<file path="config.mk">
export PLATFORM = sky130hd
export DESIGN_NAME = ttcg_front
export DESIGN_NICKNAME = d
export VERILOG_FILES = /design/src/rtl/ttcg_pkg.sv /design/src/rtl/ttcg_front.sv
export SDC_FILE = /design/constraint.sdc
export NUM_CORES = 1
export LEC_CHECK = 0
export BUFFER_PORTS_ARGS = -buffer_cell sky130_fd_sc_hd__buf_2
export CAP_MARGIN = 20
export CORE_AREA = 2 2 235 237
export DETAILED_ROUTE_END_ITERATION = 8
export DIE_AREA = 0 0 237 239
export PLACE_DENSITY = 0.63
export SETUP_SLACK_MARGIN = 0.15
export SLEW_MARGIN = 20
export SYNTH_ARGS = -nofsm -noshare
export SYNTH_HDL_FRONTEND = slang
export SYNTH_SLANG_ARGS = --single-unit
</file>
<file path="constraint.sdc">
create_clock -name clk -period 7 [get_ports clk]
set_input_delay 0 -clock clk [delete_from_list [all_inputs] [get_ports clk]]
set_output_delay 0 -clock clk [all_outputs]
set_load 0.02 [all_outputs]
</file>
<file path="src/rtl/ttcg_pkg.sv">
// Shared widths, angle constants and the arctangent table of the tunnel
// texture coordinate generator. No dependencies.
package ttcg_pkg;

    // Register indexes of the configuration port
    localparam logic [7:0] REG_SCREEN_WIDTH  = 8'd0;
    localparam logic [7:0] REG_SCREEN_HEIGHT = 8'd1;
    localparam logic [7:0] REG_SCROLL_U      = 8'd2;
    localparam logic [7:0] REG_SCROLL_V      = 8'd3;

    // Screen size limits; the datapath widths below are sized for them
    localparam int MAX_WIDTH  = 1024;
    localparam int MAX_HEIGHT = 1024;

    localparam int DEF_CORDIC_STAGES = 16;

    localparam int CFG_W   = 11;  // widest register
    localparam int PIX_W   = 10;  // pixel coordinate
    localparam int CEN_W   = 11;  // signed centered coordinate
    localparam int FRAC_W  = 16;  // fraction bits of the vector
    localparam int XW      = 30;  // signed vector component
    localparam int ZW      = 27;  // signed angle accumulator
    localparam int SQ_W    = 22;  // one square
    localparam int S_W     = 23;  // sum of squares
    localparam int LIM_W   = 38;  // 65536 * h * h
    localparam int PW      = 41;  // running v*v*s
    localparam int QW      = 32;  // running v*s
    localparam int VW      = 9;   // depth code 0..256
    localparam int ATAN_W  = 23;
    localparam int TABLE_LEN = 24;

    localparam logic signed [ZW-1:0] ANG_PI   = ZW'(1 << 24);
    localparam logic signed [ZW-1:0] ANG_HALF = ZW'(1 << 23);

    // Arctangent of 2^-k in units where pi is 2^24
    function automatic logic [ATAN_W-1:0] atan_lut(input int k);
        logic [ATAN_W-1:0] r;
        case (k)
            0:  r = 23'd4194304;
            1:  r = 23'd2476042;
            2:  r = 23'd1308273;
            3:  r = 23'd664100;
            4:  r = 23'd333339;
            5:  r = 23'd166832;
            6:  r = 23'd83436;
            7:  r = 23'd41721;
            8:  r = 23'd20861;
            9:  r = 23'd10430;
            10: r = 23'd5215;
            11: r = 23'd2608;
            12: r = 23'd1304;
            13: r = 23'd652;
            14: r = 23'd326;
            15: r = 23'd163;
            16: r = 23'd81;
            17: r = 23'd41;
            18: r = 23'd20;
            19: r = 23'd10;
            20: r = 23'd5;
            21: r = 23'd3;
            22: r = 23'd1;
            23: r = 23'd1;
            default: r = '0;
        endcase
        return r;
    endfunction

endpackage

</file>
<file path="src/rtl/ttcg_front.sv">
// Front end: centers the pixel, squares the offsets, pre-rotates the vector
// into the right half plane and forms the depth bound. Uses ttcg_pkg.
module ttcg_front (
    input  logic                              clk,
    input  logic                              rst_n,
    input  logic                              adv,
    input  logic                              in_vld,
    input  logic [ttcg_pkg::PIX_W-1:0]        px,
    input  logic [ttcg_pkg::PIX_W-1:0]        py,
    input  logic [ttcg_pkg::CFG_W-1:0]        width,
    input  logic [ttcg_pkg::CFG_W-1:0]        height,
    output logic                              out_vld,
    output logic signed [ttcg_pkg::XW-1:0]    x,
    output logic signed [ttcg_pkg::XW-1:0]    y,
    output logic signed [ttcg_pkg::ZW-1:0]    z,
    output logic [ttcg_pkg::S_W-1:0]          s,
    output logic [ttcg_pkg::LIM_W-1:0]        lim
);
    import ttcg_pkg::*;

    // Stage 1: centered offsets
    logic                    v1_reg, v1_next;
    logic signed [CEN_W-1:0] i_reg, i_next;
    logic signed [CEN_W-1:0] y1_reg, y1_next;
    logic [CFG_W-1:0]        h_reg, h_next;

    // Stage 2: squares and pre-rotated vector
    logic                    v2_reg, v2_next;
    logic [SQ_W-1:0]         ii_reg, ii_next;
    logic [SQ_W-1:0]         jj_reg, jj_next;
    logic [SQ_W-1:0]         hh_reg, hh_next;
    logic signed [CEN_W-1:0] x2_reg, x2_next;
    logic signed [CEN_W-1:0] y2_reg, y2_next;
    logic signed [ZW-1:0]    z2_reg, z2_next;

    // Stage 3: scaled vector, sum and bound
    logic                    v3_reg, v3_next;
    logic signed [XW-1:0]    x3_reg, x3_next;
    logic signed [XW-1:0]    y3_reg, y3_next;
    logic signed [ZW-1:0]    z3_reg, z3_next;
    logic [S_W-1:0]          s3_reg, s3_next;
    logic [LIM_W-1:0]        lim3_reg, lim3_next;

    logic signed [2*CEN_W-1:0] isq, jsq;
    logic signed [CEN_W-1:0]   j1;
    logic signed [CEN_W-1:0]   xa, ya;
    logic signed [ZW-1:0]      za;

    // Center the pixel; y axis points up
    always_comb
    begin
        v1_next = in_vld;
        i_next  = $signed({1'b0, px}) - $signed({1'b0, width[CFG_W-1:1]});
        y1_next = $signed({1'b0, height[CFG_W-1:1]}) - $signed({1'b0, py});
        h_next  = height;
    end

    // Square offsets, move the vector into the right half plane
    always_comb
    begin
        j1      = -y1_reg;
        isq     = i_reg * i_reg;
        jsq     = j1 * j1;
        v2_next = v1_reg;
        ii_next = SQ_W'(isq);
        jj_next = SQ_W'(jsq);
        hh_next = SQ_W'(h_reg) * SQ_W'(h_reg);
        xa = i_reg;
        ya = y1_reg;
        za = '0;
        if (i_reg[CEN_W-1])
        begin
            xa = -i_reg;
            ya = -y1_reg;
            za = (ya[CEN_W-1] || (ya == '0)) ? ANG_PI : -ANG_PI;
        end
        if ((xa == '0) && (ya != '0))
        begin
            if (!ya[CEN_W-1])
            begin
                xa = ya;
                za = za + ANG_HALF;
            end
            else
            begin
                xa = -ya;
                za = za - ANG_HALF;
            end
            ya = '0;
        end
        x2_next = xa;
        y2_next = ya;
        z2_next = za;
    end

    // Scale the vector, sum squares, form the depth bound
    always_comb
    begin
        v3_next   = v2_reg;
        x3_next   = $signed({{(XW-CEN_W-FRAC_W){x2_reg[CEN_W-1]}}, x2_reg, {FRAC_W{1'b0}}});
        y3_next   = $signed({{(XW-CEN_W-FRAC_W){y2_reg[CEN_W-1]}}, y2_reg, {FRAC_W{1'b0}}});
        z3_next   = z2_reg;
        s3_next   = S_W'(ii_reg) + S_W'(jj_reg) + S_W'(hh_reg);
        lim3_next = {hh_reg, {FRAC_W{1'b0}}};
    end

    // Hold valid bits in reset
    always_ff @(posedge clk or negedge rst_n)
    begin
        if (!rst_n)
        begin
            v1_reg <= 1'b0;
            v2_reg <= 1'b0;
            v3_reg <= 1'b0;
        end
        else if (adv)
        begin
            v1_reg <= v1_next;
            v2_reg <= v2_next;
            v3_reg <= v3_next;
        end
    end

    // Advance payload
    always_ff @(posedge clk)
    begin
        if (adv)
        begin
            i_reg    <= i_next;
            y1_reg   <= y1_next;
            h_reg    <= h_next;
            ii_reg   <= ii_next;
            jj_reg   <= jj_next;
            hh_reg   <= hh_next;
            x2_reg   <= x2_next;
            y2_reg   <= y2_next;
            z2_reg   <= z2_next;
            x3_reg   <= x3_next;
            y3_reg   <= y3_next;
            z3_reg   <= z3_next;
            s3_reg   <= s3_next;
            lim3_reg <= lim3_next;
        end
    end

    assign out_vld = v3_reg;
    assign x       = x3_reg;
    assign y       = y3_reg;
    assign z       = z3_reg;
    assign s       = s3_reg;
    assign lim     = lim3_reg;

endmodule

</file>
* Yosys cells after proc, flatten, opt, wreduce, memory -nomap -nowiden
Cells that the tools add are included.
** Word-level totals
- Flip-flop bits (word level) :: 245
- Input bits :: 46
- Word-level logic and storage cells :: 42
** Cells by class
- $add $sub $neg :: 9
- Multipliers :: 3
- Multiplexer cells :: 8
- Reduce and logical (&&, ||, !) cells :: 5
** Operator list (count)
- $mux W27 :: 4
- $mul A11 B11 Y22 :: 3
- $mux W11 :: 4
- $neg A11 Y11 :: 3
- $add A27 B25 Y27 const B :: 1
- $sub A27 B25 Y27 const B :: 1
- $add A22 B22 Y23 :: 1
- $add A23 B22 Y23 :: 1
- $logic_not A11 Y1 :: 2
- $sub A10 B10 Y11 :: 2
- $reduce_bool A11 Y1 :: 1
- $logic_and A1 B1 Y1 :: 1
- $logic_or A1 B1 Y1 :: 1

* Longest topological paths before layout
- Depth in word-level cells :: 8
- Mapped depth :: 28

* Worst setup path after synthesis
OpenSTA, ideal clock, no wires.
- Kind :: register -> register
- From :: register y1_reg[0]
- To :: register jj_reg[21], data pin
- Setup time :: 0.270 ns
- Data arrival time :: 6.922 ns
- Required time :: 6.730 ns
- Setup slack :: -0.192 ns
- Stages on the path, launching flop included :: 26
- Buffers on the path :: 2
- Clock period less this slack :: 7.192 ns
- Path through :: edfxtp_1 inv_1 clkbuf_1 ha_1 nand2b_4 nand2b_1 or3_4 xnor2_2 inv_1 clkbuf_1 nand2_1 fa_1 inv_1 fa_1 fa_1 fa_1 inv_1 fa_1 inv_1 ha_1 or3_1 o221ai_1 o21ai_0 or4_1 a2111oi_0 nor3b_1
** On the way
- Cells in the longest elaborated chain, start to end :: 2
** RTL lines
- from (decl) :: line ttcg_front.sv:24 : logic signed [CEN_W-1:0] y1_reg, y1_next;
- from (signal assigned) :: line ttcg_front.sv:130 : y1_reg <= y1_next;
- $neg A11 Y11 :: line ttcg_front.sv:61 : j1 = -y1_reg;
- $mul A11 B11 Y22 :: line ttcg_front.sv:63 : jsq = j1 * j1;
- net jj_next[21] :: line ttcg_front.sv:30 : logic [SQ_W-1:0] jj_reg, jj_next;
- to (signal assigned) :: line ttcg_front.sv:133 : jj_reg <= jj_next;
- to (decl) :: line ttcg_front.sv:30
The timed path passes the listed nets, and every way through them passes these cells.
A chain may end at the register's enable or synchronous reset.

* Final worst setup path
Same ends and word-level chain as after synthesis.

==> results.cfg <==
[drt]
drt_iter0_markers = 653
drt_pass1_iterations = 5
drt-total-wl_um = 45100
routed_via_density = 4.84
ant_nets = 0
via_count = 14200
wl_per_cell_um = 15.4
drc = 0

[setup_path]
worstPathRequired_ns = 7.21
worst-path-max-fanout = 6
start_kind = register
r2r_slack_ns = 0.40
cp-end-kind = register
worstSetupStartpoint = y1_reg[0]
cp.arrival_ns = 6.81
reg2reg_from = y1_reg[0]
r2r_end = jj_reg[21]
reg2reg_depth = 23
crit_type = register to register

[sta]
fin_crit_sh_pct = 94.3
setup_viol = 0
setup_tns_ns = 0
finalCriticalPeriod_ns = 6.60
finalClockSkew_ns = 0.0226
slew_violations = 0
clock.fmax_mhz = 151
finalWorstSetupSlack_ns = 0.396
hold_viol = 0
max_slew_margin_pct = 32.7
tightestPinTransition_ns = 1.01
grt_setup_unrepaired = false

[cts]
numClockSinks = 193
cts-buffers-inserted = 17
clk_latency_ns = 0.47
clockBufferDepth = 2
cts_tree = yes
root_buffer = clkbuf_16
path_clk_slew_ns = 0.08
htree_levels = 4

[synth]
synth_edf_count = 190
syn_inst = 2068
yosysWarningCount = 0
synthArstFlopShare_pct = 1.55
syn-mean-instance-area_um2 = 10.4
synth-main-ff-cell = edfxtp_1
syn-cell-area_um2 = 21500
ys_ff_latch = 193
yosysSeqAreaShare_pct = 26.9
synth_cell_types = 74

[floorplan]
die_h_um = 239
ios = 195
start_util_pct = 39.5
rows = 86
coreArea_um2 = 54300
die_w_um = 237
dieArea_um2 = 56600

[place]
io_buffers = 121
gp_congestion = 0.871
dp_slack_ns = 0.179
post-dp-hpwl_um = 37100

[finish]
fillers = 5146
final_common_cell = inv_1
layout_common_cells = inv_1, fa_1, edfxtp_1
antennaDiodeCount = 0
largest_register_ffs = 23
syn_to_final_growth_pct = 10.1
nets = 2750
drive_above_1_share_pct = 10.3

[global_routing]
overflow = 0
first_global_vias = 15000
antenna_found_initial = 0
grt_start_max_net_pins = 123
track_usage_pct = 16.8
grt_pass1_wl_um = 75600

[hold_path]
min_from = py[0]
worstHoldEndpoint = y1_reg[0]
hp-class = input port to register
min_path_cells = 3

[outcome]
status = complete, no violations

[job]
cap_violations = 0
-- repair_timing --
action | CTS | global route
setup buffers | 0 | 5
hold buffers | 20 | 0
endpoints found under the hold margin | 20 | 0
resized for setup | 0 | 19
setup endpoints to repair | 0 | 2
-- final cells by class --
type	count	area, um^2	area share, %
Tap cell	704	881	3.73
Clock inverter	13	129	0.545
Sequential cell	193	5780	24.5
Multi-Input combinational cell	1411	13700	58.1
Inverter	417	1570	6.63
Clock buffer	19	433	1.83
Timing Repair Buffer	182	1130	4.76
-- worst max-delay path: stages, from the launching register on --
cell       delay (ns)
edfxtp_1         0.47
inv_1            0.12
ha_2             0.23
nand2b_4         0.09
nand2b_2         0.23
or3_4            0.44
xnor2_4          0.16
inv_1            0.16
nand2_1          0.15
fa_1             0.51
inv_1            0.06
fa_1             0.42
fa_1             0.51
fa_1             0.55
inv_1            0.05
fa_1             0.47
inv_1            0.04
ha_1             0.23
or3_1            0.37
o221ai_1         0.09
o21ai_1          0.13
or4_4            0.46
a2111oi_4        0.31
nor3b_1          0.08
-- worst max-delay path by stage --
stage                             to  slack, ns
after detailed placement  jj_reg[21]       0.18
final                     jj_reg[21]       0.40
after floorplan           jj_reg[21]       0.18
after global routing      jj_reg[21]       0.12
after global placement    jj_reg[21]       0.28
after CTS                 jj_reg[21]       0.18
-- kinds of logic after synthesis --
group | after synthesis | synth area share, %
xor+xnor | 120 | 5.00
other cells | 1 | 0.0175
compound gates | 240 | 7.38
simple gates | 488 | 11.2
mux | 6 | 0.309
fa+ha+maj | 482 | 38.3
buf+inv | 538 | 10.8
flops | 193 | 26.9
-- layer usage --
metal	global-route usage (%)	routed length, um	vias up
li1	-	-	6810
met3	2.41	1740	50
met1	20.8	19100	7104
met4	4.97	932	0
met2	30.5	23400	254
met5	0	0	-
-- per-stage QoR --
step | utilization [%] | instances | cell area, um^2 | hold WS, ns
6_report | 43.5 | 2939 | 23600 | 0.0208
5_1_grt | 43.5 | 2939 | 23600 | 0.0290
4_1_cts | 43.3 | 2934 | 23500 | 0.0163
3_5_place_dp | 41.9 | 2882 | 22800 | -0.204
3_3_place_gp | 41.9 | 2882 | 22800 | -0.208
2_1_floorplan | - | 2142 | 21700 | -0.296
-- synthesized netlist by cell type, types with 4 or more instances --
library cell	n	area, um^2
a2111oi_0	4	35.0
o21ai_1	9	45.0
buf_4	80	601
edfxtp_1	190	5710
a31oi_1	10	62.6
mux2_2	5	56.3
o31ai_1	8	60.1
o21ai_0	54	270
and2_1	78	488
a21boi_0	9	67.6
nor3_1	30	150
o22ai_1	4	25.0
nand4_1	5	31.3
nor2_1	122	458
xnor2_1	79	692
or3_1	17	106
clkbuf_1	36	135
nand2b_1	24	150
o21a_1	9	67.6
nand2_1	133	499
and3_1	15	93.8
o21bai_1	6	45.0
o311ai_0	7	61.3
inv_1	415	1560
o211ai_1	5	37.5
nand3_1	21	105
xor2_1	38	333
a21o_1	16	120
fa_1	292	5850
o31a_1	4	35.0
nor2b_1	15	93.8
ha_1	190	2380
a21oi_1	59	295
or4_1	7	52.6
a211oi_1	12	90.1
Power is not shown: default switching activity piles up to over one toggle a cycle in this logic, so the estimate is an artifact.
