===== config.mk =====
export PLATFORM = sky130hd
export DESIGN_NAME = ttcg_cell
export DESIGN_NICKNAME = d
export VERILOG_FILES = /design/src/rtl/ttcg_pkg.sv /design/src/rtl/ttcg_cell.sv
export SDC_FILE = /design/constraint.sdc
export NUM_CORES = 1
export LEC_CHECK = 0
export BUFFER_PORTS_ARGS = -buffer_cell sky130_fd_sc_hd__buf_2
export CORE_MARGIN = 4
export CORE_UTILIZATION = 55
export DETAILED_ROUTE_END_ITERATION = 6
export PLACE_DENSITY = 0.83
export SKIP_LAST_GASP = 1
export SYNTH_ARGS = -nofsm -noshare
export SYNTH_HDL_FRONTEND = slang
export SYNTH_SLANG_ARGS = --single-unit

===== constraint.sdc =====
create_clock -name clk -period 1 [get_ports clk]
set_input_delay 0.1 -clock clk [delete_from_list [all_inputs] [get_ports clk]]
set_output_delay 0.1 -clock clk [all_outputs]
set_load 0.01 [all_outputs]

===== src/rtl/ttcg_pkg.sv =====
// Shared widths, angle constants and the arctangent table of the tunnel
// texture coordinate generator. No dependencies.
package ttcg_pkg;

    // Register indexes of the configuration port
    localparam logic [7:0] REG_SCREEN_WIDTH  = 8'd0;
    localparam logic [7:0] REG_SCREEN_HEIGHT = 8'd1;
    localparam logic [7:0] REG_SCROLL_U      = 8'd2;
    localparam logic [7:0] REG_SCROLL_V      = 8'd3;

    // Screen size limits; the datapath widths below are sized for them
    localparam int MAX_WIDTH  = 1024;
    localparam int MAX_HEIGHT = 1024;

    localparam int DEF_CORDIC_STAGES = 16;

    localparam int CFG_W   = 11;  // widest register
    localparam int PIX_W   = 10;  // pixel coordinate
    localparam int CEN_W   = 11;  // signed centered coordinate
    localparam int FRAC_W  = 16;  // fraction bits of the vector
    localparam int XW      = 30;  // signed vector component
    localparam int ZW      = 27;  // signed angle accumulator
    localparam int SQ_W    = 22;  // one square
    localparam int S_W     = 23;  // sum of squares
    localparam int LIM_W   = 38;  // 65536 * h * h
    localparam int PW      = 41;  // running v*v*s
    localparam int QW      = 32;  // running v*s
    localparam int VW      = 9;   // depth code 0..256
    localparam int ATAN_W  = 23;
    localparam int TABLE_LEN = 24;

    localparam logic signed [ZW-1:0] ANG_PI   = ZW'(1 << 24);
    localparam logic signed [ZW-1:0] ANG_HALF = ZW'(1 << 23);

    // Arctangent of 2^-k in units where pi is 2^24
    function automatic logic [ATAN_W-1:0] atan_lut(input int k);
        logic [ATAN_W-1:0] r;
        case (k)
            0:  r = 23'd4194304;
            1:  r = 23'd2476042;
            2:  r = 23'd1308273;
            3:  r = 23'd664100;
            4:  r = 23'd333339;
            5:  r = 23'd166832;
            6:  r = 23'd83436;
            7:  r = 23'd41721;
            8:  r = 23'd20861;
            9:  r = 23'd10430;
            10: r = 23'd5215;
            11: r = 23'd2608;
            12: r = 23'd1304;
            13: r = 23'd652;
            14: r = 23'd326;
            15: r = 23'd163;
            16: r = 23'd81;
            17: r = 23'd41;
            18: r = 23'd20;
            19: r = 23'd10;
            20: r = 23'd5;
            21: r = 23'd3;
            22: r = 23'd1;
            23: r = 23'd1;
            default: r = '0;
        endcase
        return r;
    endfunction

endpackage


===== src/rtl/ttcg_cell.sv =====
// One cell of the chain: a vectoring CORDIC iteration and, in the first
// nine cells, one bit of the depth code search. Uses ttcg_pkg.
module ttcg_cell #(
    parameter int IDX = 0
) (
    input  logic                            clk,
    input  logic                            rst_n,
    input  logic                            adv,
    input  logic                            in_vld,
    input  logic signed [ttcg_pkg::XW-1:0]  x_in,
    input  logic signed [ttcg_pkg::XW-1:0]  y_in,
    input  logic signed [ttcg_pkg::ZW-1:0]  z_in,
    input  logic [ttcg_pkg::S_W-1:0]        s_in,
    input  logic [ttcg_pkg::LIM_W-1:0]      lim_in,
    input  logic [ttcg_pkg::PW-1:0]         p_in,
    input  logic [ttcg_pkg::QW-1:0]         q_in,
    input  logic [ttcg_pkg::VW-1:0]         v_in,
    output logic                            out_vld,
    output logic signed [ttcg_pkg::XW-1:0]  x_out,
    output logic signed [ttcg_pkg::XW-1:0]  y_out,
    output logic signed [ttcg_pkg::ZW-1:0]  z_out,
    output logic [ttcg_pkg::S_W-1:0]        s_out,
    output logic [ttcg_pkg::LIM_W-1:0]      lim_out,
    output logic [ttcg_pkg::PW-1:0]         p_out,
    output logic [ttcg_pkg::QW-1:0]         q_out,
    output logic [ttcg_pkg::VW-1:0]         v_out
);
    import ttcg_pkg::*;

    localparam int BIT = VW - 1 - IDX;  // depth bit decided here
    localparam logic signed [ZW-1:0] ATAN = $signed(ZW'(atan_lut(IDX)));

    logic                 vld_reg, vld_next;
    logic signed [XW-1:0] x_reg, x_next;
    logic signed [XW-1:0] y_reg, y_next;
    logic signed [ZW-1:0] z_reg, z_next;
    logic [S_W-1:0]       s_reg, s_next;
    logic [LIM_W-1:0]     lim_reg, lim_next;
    logic [PW-1:0]        p_reg, p_next;
    logic [QW-1:0]        q_reg, q_next;
    logic [VW-1:0]        v_reg, v_next;

    logic signed [XW-1:0] xs, ys;

    // Rotate toward the x axis; a zero y leaves the vector alone
    always_comb
    begin
        xs       = x_in >>> IDX;
        ys       = y_in >>> IDX;
        vld_next = in_vld;
        x_next   = x_in;
        y_next   = y_in;
        z_next   = z_in;
        s_next   = s_in;
        lim_next = lim_in;
        if (!y_in[XW-1] && (y_in != '0))
        begin
            x_next = x_in + ys;
            y_next = y_in - xs;
            z_next = z_in + ATAN;
        end
        else if (y_in[XW-1])
        begin
            x_next = x_in - ys;
            y_next = y_in + xs;
            z_next = z_in - ATAN;
        end
    end

    // Try one depth bit: (v+b)^2*s = v^2*s + 2*b*v*s + b^2*s
    generate
        if (BIT >= 0)
        begin : g_depth
            logic [PW-1:0] trial;
            logic          take;
            always_comb
            begin
                trial = p_in + (PW'(q_in) << (BIT + 1)) + (PW'(s_in) << (2 * BIT));
                take  = (trial <= PW'(lim_in)) && ((BIT == VW - 1) || !v_in[VW-1]);
                p_next = p_in;
                q_next = q_in;
                v_next = v_in;
                if (take)
                begin
                    p_next = trial;
                    q_next = q_in + (QW'(s_in) << BIT);
                    v_next = v_in | (VW'(1) << BIT);
                end
            end
        end
        else
        begin : g_pass
            always_comb
            begin
                p_next = p_in;
                q_next = q_in;
                v_next = v_in;
            end
        end
    endgenerate

    // Hold valid in reset
    always_ff @(posedge clk or negedge rst_n)
    begin
        if (!rst_n)
            vld_reg <= 1'b0;
        else if (adv)
            vld_reg <= vld_next;
    end

    // Advance payload
    always_ff @(posedge clk)
    begin
        if (adv)
        begin
            x_reg   <= x_next;
            y_reg   <= y_next;
            z_reg   <= z_next;
            s_reg   <= s_next;
            lim_reg <= lim_next;
            p_reg   <= p_next;
            q_reg   <= q_next;
            v_reg   <= v_next;
        end
    end

    assign out_vld = vld_reg;
    assign x_out   = x_reg;
    assign y_out   = y_reg;
    assign z_out   = z_reg;
    assign s_out   = s_reg;
    assign lim_out = lim_reg;
    assign p_out   = p_reg;
    assign q_out   = q_reg;
    assign v_out   = v_reg;

endmodule


==> results.md, run 1 <==
* First-pass GRT wire length at 202 mm
* GPL Wtd Cong at 1.01
* Synth Warn # at 0
* Sink Count at 231
* Async set-reset flop share out of synthesis at 0.00433
* Count of cell types in the netlist at 78
* Post-Syn Area at 17300 um^2
* Synth Net Count at 2186
* I/O pins at 465
* Sequential-to-total area share from yosys stat at 0.401
* CTS Root Cell: clkbuf_16
* Initial Util at 0.561
* Global route overflow at 126
* Vias in the first global route at 29200
* Post-synth top flop: edfxtp_1
* Die width at 185 um
* CTS max path bufs at 3
* Number of synthesized register bits at 231
* H-tree levels at 1
* Rows at 64
* GRT Total Usage at 0.794
* Synth Instances at 1736
* Status: stopped before the end
* First Err: [ERROR GRT-0116] Global routing finished with congestion. Check the congestion regions in the DRC Viewer.
* CTS buffer count at 26
* Post-synth EDFFs at 230
* Chip height at 185 um
* Syn Area/Cell at 9.96 um^2
* # port buffers at 464
* Pin count of the biggest net entering global routing at 49
* DP HPWL at 58.0 mm
* Failed at: global routing (5_1_grt)
* Area post-placement at 25200 um^2
cell usage after synthesis, types with 17 or more instances:
cell type  number  area share
nand2_1        97       0.021
ha_1          188        0.14
nor3_1         25      0.0072
inv_1         160       0.035
mux2_1         29       0.019
fa_1           28       0.032
a21o_1         46       0.020
nor4_1         17      0.0061
a21oi_1       171       0.049
a221oi_1       26       0.013
clkbuf_1       66       0.014
a211oi_1       22      0.0096
nand4_1        18      0.0065
o21ai_0        97       0.028
o21bai_1       20      0.0087
nor2_1        119       0.026
o22ai_1        20      0.0072
nand3_1        25      0.0072
xor2_1         32       0.016
edfxtp_1      230        0.40
xnor2_1        30       0.015
layer usage:
metal | global-route usage | GRT overflow
met3 | 0.699 | 4
met5 | 0.300 | 0
met1 | 0.778 | 3
met4 | 0.785 | 54
met2 | 0.938 | 65
kinds of logic after synthesis:
group | Yosys count | synth area share
compound gates | 574 | 0.219
xor+xnor | 62 | 0.0314
fa+ha+maj | 216 | 0.168
buf+inv | 238 | 0.0533
flops | 231 | 0.401
mux | 31 | 0.0201
simple gates | 384 | 0.107
timing repair:
action | CTS
resized for setup | 293
endpoints found under the setup margin | 353
pin swaps | 153
hold buffers | 158
endpoints found under the hold margin | 189
cloned | 5
setup buffers | 100
stage by stage:
stage / std cells / worst slack, ns / setup TNS, ns
2_1_floorplan: 1736 / -3.71 / -278.82
3_3_place_gp: 3110 / -4.45 / -359.65
3_5_place_dp: 3110 / -4.84 / -383.55
4_1_cts: 3403 / -3.79 / -322.28
==> run 2: changes to the inputs <==
- CORE_UTILIZATION: 55 -> 40
- PLACE_DENSITY: 0.83 -> not set
- PLACE_DENSITY_LB_ADDON: not set -> 0.15
==> results.md, run 2 <==
* FF/Latch Area at 6930 um^2
* Synth Instances at 1736 (unchanged)
* Max cap viols at 0
* Post-synth top area cell: edfxtp_1
* Sequential-to-total area share from yosys stat at 0.401 (unchanged)
* Commonest non-fill, non-tap cell in the layout: buf_4
* Final setup fails at 353
* Slew @ Worst Pin at 0.995 ns
* Crit Path Max Fanout at 6
* DR pass1 iterations at 7
* Rows at 75 (+17%)
* First-pass GRT wire length at 115 mm
* CTS buffer count at 27 (+3.8%)
* Endpoints failing hold at 0
* FILL cells at 2947
* Hold WC Path Type: input pin to flip-flop
* Tot Pwr at 42.5 mW
* Worst Reg2Reg Path Length in Cells at 1
* Die area at 46600 um^2
* Slew HR at 0.320
* Chip height at 216 um (+17%)
* Leak at 14.3 nW
* CP dominant cell by count: inv_2
* Clock skew at 0 ns
* Synth Warn # at 0 (unchanged)
* HP Start: x_in[19]
* Via density at 5.45
* Multi-input logic area at 11600 um^2
* CTS max path bufs at 3 (unchanged)
* First DRT Iteration DRCs at 1445
* Synth area leaders: edfxtp_1 40%, ha_1 14%, a21oi_1 4.9%
* Most common cell in the synthesized netlist: edfxtp_1
* Area of the core at 42300 um^2
* Number of synthesized register bits at 231 (unchanged)
* Worst-path clk slew at 0.07 ns
* Syn Area/Cell at 9.96 um^2 (unchanged)
* Sink Count at 231 (unchanged)
* Status: complete, but fails checks
* Peak VDD IR at 1.18 mV
* Final period utilization at 4.86
* Post-Place Worst Slack at -4.58 ns (+0.257 ns)
* # port buffers at 464 (unchanged)
* Yosys top cell area share at 0.399 (unchanged)
* Critical Path AT at 5.19 ns
* CTS Root Cell: clkbuf_16
* Async set-reset flop share out of synthesis at 0.00433 (unchanged)
* Most frequent cells in the layout: 609 x buf_4, 425 x buf_2, 230 x edfxtp_1
* DP HPWL at 56.8 mm (-2.1%)
* Nets@finish at 3479
* Vias in the first global route at 19700
* Hold Crit Endpoint: x_out[19]
* Routed WL at 78.7 mm
* Initial Util at 0.409 (-0.152)
* Startpoint Class: input pin
* H-tree levels at 1 (unchanged)
* Later-pin clock latency in the skew report at 0.56 ns
* Post-Syn Area at 17300 um^2 (unchanged)
* Critical R2R Launch: out_vld
* CTS tree: done
* Area Overhead vs Synth at 79.6%
* DR WL/cell at 21.7 um
* WP data required at 1.33 ns
* Pins Over Slew Limit at 0
* Post-synth top flop: edfxtp_1
* Max reg flops at 41
* Post-synth EDFFs at 230 (unchanged)
* Global route overflow at 0
* Setup ws final at -3.86 ns
* Post-route ant nets at 0
* I/O pins at 465 (unchanged)
* PwrDens at 1370 nW/um^2
* R2r setup slk at 0.26 ns
* Hold depth at 4
* Count of cell types in the netlist at 78 (unchanged)
* Vias post-DR at 19800
* Critical-path cell list: buf_2 > inv_2 > fa_1 > inv_2 > ha_4 > or3_4 > o211ai_4 > a31oi_4 > a21oi_4 > o21bai_4 > a41o_1 > a21oi_1 > xnor2_1 > ha_1 > nand2_1 > nor2_2 > a211oi_2 > o21ai_1 > a221oi_2 > o2111ai_1 > or4_4 > buf_6 > buf_16 > mux2_4
* CP max stage cell: or4_4
* GPL Wtd Cong at 1.02 (+0.90%)
* Pin count of the biggest net entering global routing at 56
* Fmax at 206 MHz
* GRT Total Usage at 0.310
* RSZ-0062 raised after global routing: true
* CP Capture Type: flip-flop
* Slowest stage delay, CP at 0.63 ns
* Initial antenna violation count at 5
* Crit Path Class: input pin to flip-flop
* FF-to-FF End: out_vld
* Synth Net Count at 2186 (unchanged)
* Post-synth top cells: 230 x edfxtp_1, 188 x ha_1, 171 x a21oi_1
* Ratio of cells with drive above 1 in the final layout at 0.510
* Final cell utilization of the core at 0.734
* DRC at 0
* Period minus WS final at 4.86 ns
* Violated checks: setup timing
* Die width at 216 um (+17%)
run 2: cell counts after synthesis:
Identical to the previous run, type by type.
run 2: critical path: cells and delay by family:
| kind | cells | cell delay [ns] |
|---|---|---|
| AO/OA/AOI/OAI | 10 | 1.92 |
| AND/OR/NAND/NOR | 4 | 1.14 |
| adder cells (fa/ha/maj) | 3 | 1.02 |
| buffers and inverters | 5 | 0.54 |
| multiplexers | 1 | 0.31 |
| XOR/XNOR | 1 | 0.15 |
run 2: layout make-up:
| cell class | instances | share of cell area |
|---|---|---|
| Antenna cell | 5 | 0.000403 |
| Clock buffer | 30 | 0.0221 |
| Clock inverter | 20 | 0.00528 |
| Inverter | 162 | 0.0218 |
| Multi-Input combinational cell | 1269 | 0.373 |
| Sequential cell | 231 | 0.223 |
| Tap cell | 577 | 0.0233 |
| Timing Repair Buffer | 1338 | 0.331 |
run 2: how the worst max path moves through the flow:
stage                  start         to  slack (ns)  cells after the start
floorplan            q_in[7]  p_out[18]       -3.71                     23
global placement    p_in[10]  q_out[31]       -4.46                     25
detailed placement  p_in[10]  q_out[31]       -4.58                     25
CTS                  q_in[7]  p_out[23]       -3.68                     22
global route         s_in[9]  q_out[13]       -4.03                     25
finish              p_in[16]  p_out[10]       -3.86                     24
run 2: stage by stage:
stage	hold slack, ns	area (um^2)	instances	setup TNS [ns]
after floorplan	-0.196	18200	1736	-278.82
after global placement	-0.125	25400	3297	-360.67
after detailed placement	-0.124	25400	3297	-365.59
after CTS	0.000118	29700	3592	-319.75
after global routing	0.0211	31000	3631	-349.53
final	0.00951	31000	3632	-328.67
run 2: cell families (layout without fill, tap and decap cells):
kind of cell               Yosys count  in the layout  synth area share
AOI/OAI and AO/OA                  574            574             0.219
and+or+nand+nor                    384            386             0.107
buffers and inverters              238           1550            0.0533
DFF                                231            231             0.401
adders and majority gates          216            216             0.168
xor gates and xnor gates            62             62            0.0314
muxes                               31             31            0.0201
other                                0              5                 0
run 2: what timing repair did:
action,CTS,global route
cloned,6,7
setup endpoints to repair,353,361
endpoints found under the hold margin,197,0
hold buffers,180,0
pin swaps,128,155
buffers inserted,69,55
gates resized for setup,238,236
run 2: layer usage:
layer | part of all wire | track usage | vias up | routed length, um
met3 | 0.067 | 0.0484 | 188 | 5270
met1 | 0.40 | 0.392 | 9643 | 31600
met5 | 0 | 0 | - | 0
met2 | 0.49 | 0.543 | 851 | 38600
li1 | - | - | 9101 | -
met4 | 0.041 | 0.102 | 0 | 3250
run 2: where the power goes:
| part | switching [mW] | leakage [nW] | total [mW] | internal, mW |
|---|---|---|---|---|
| clock network | 4.33 | 0.407 | 9.80 | 5.46 |
| logic | 10.1 | 11.6 | 20.2 | 10.2 |
| registers | 0.374 | 2.26 | 12.4 | 12.1 |
Note: power is estimated with default switching activity, not from simulation.
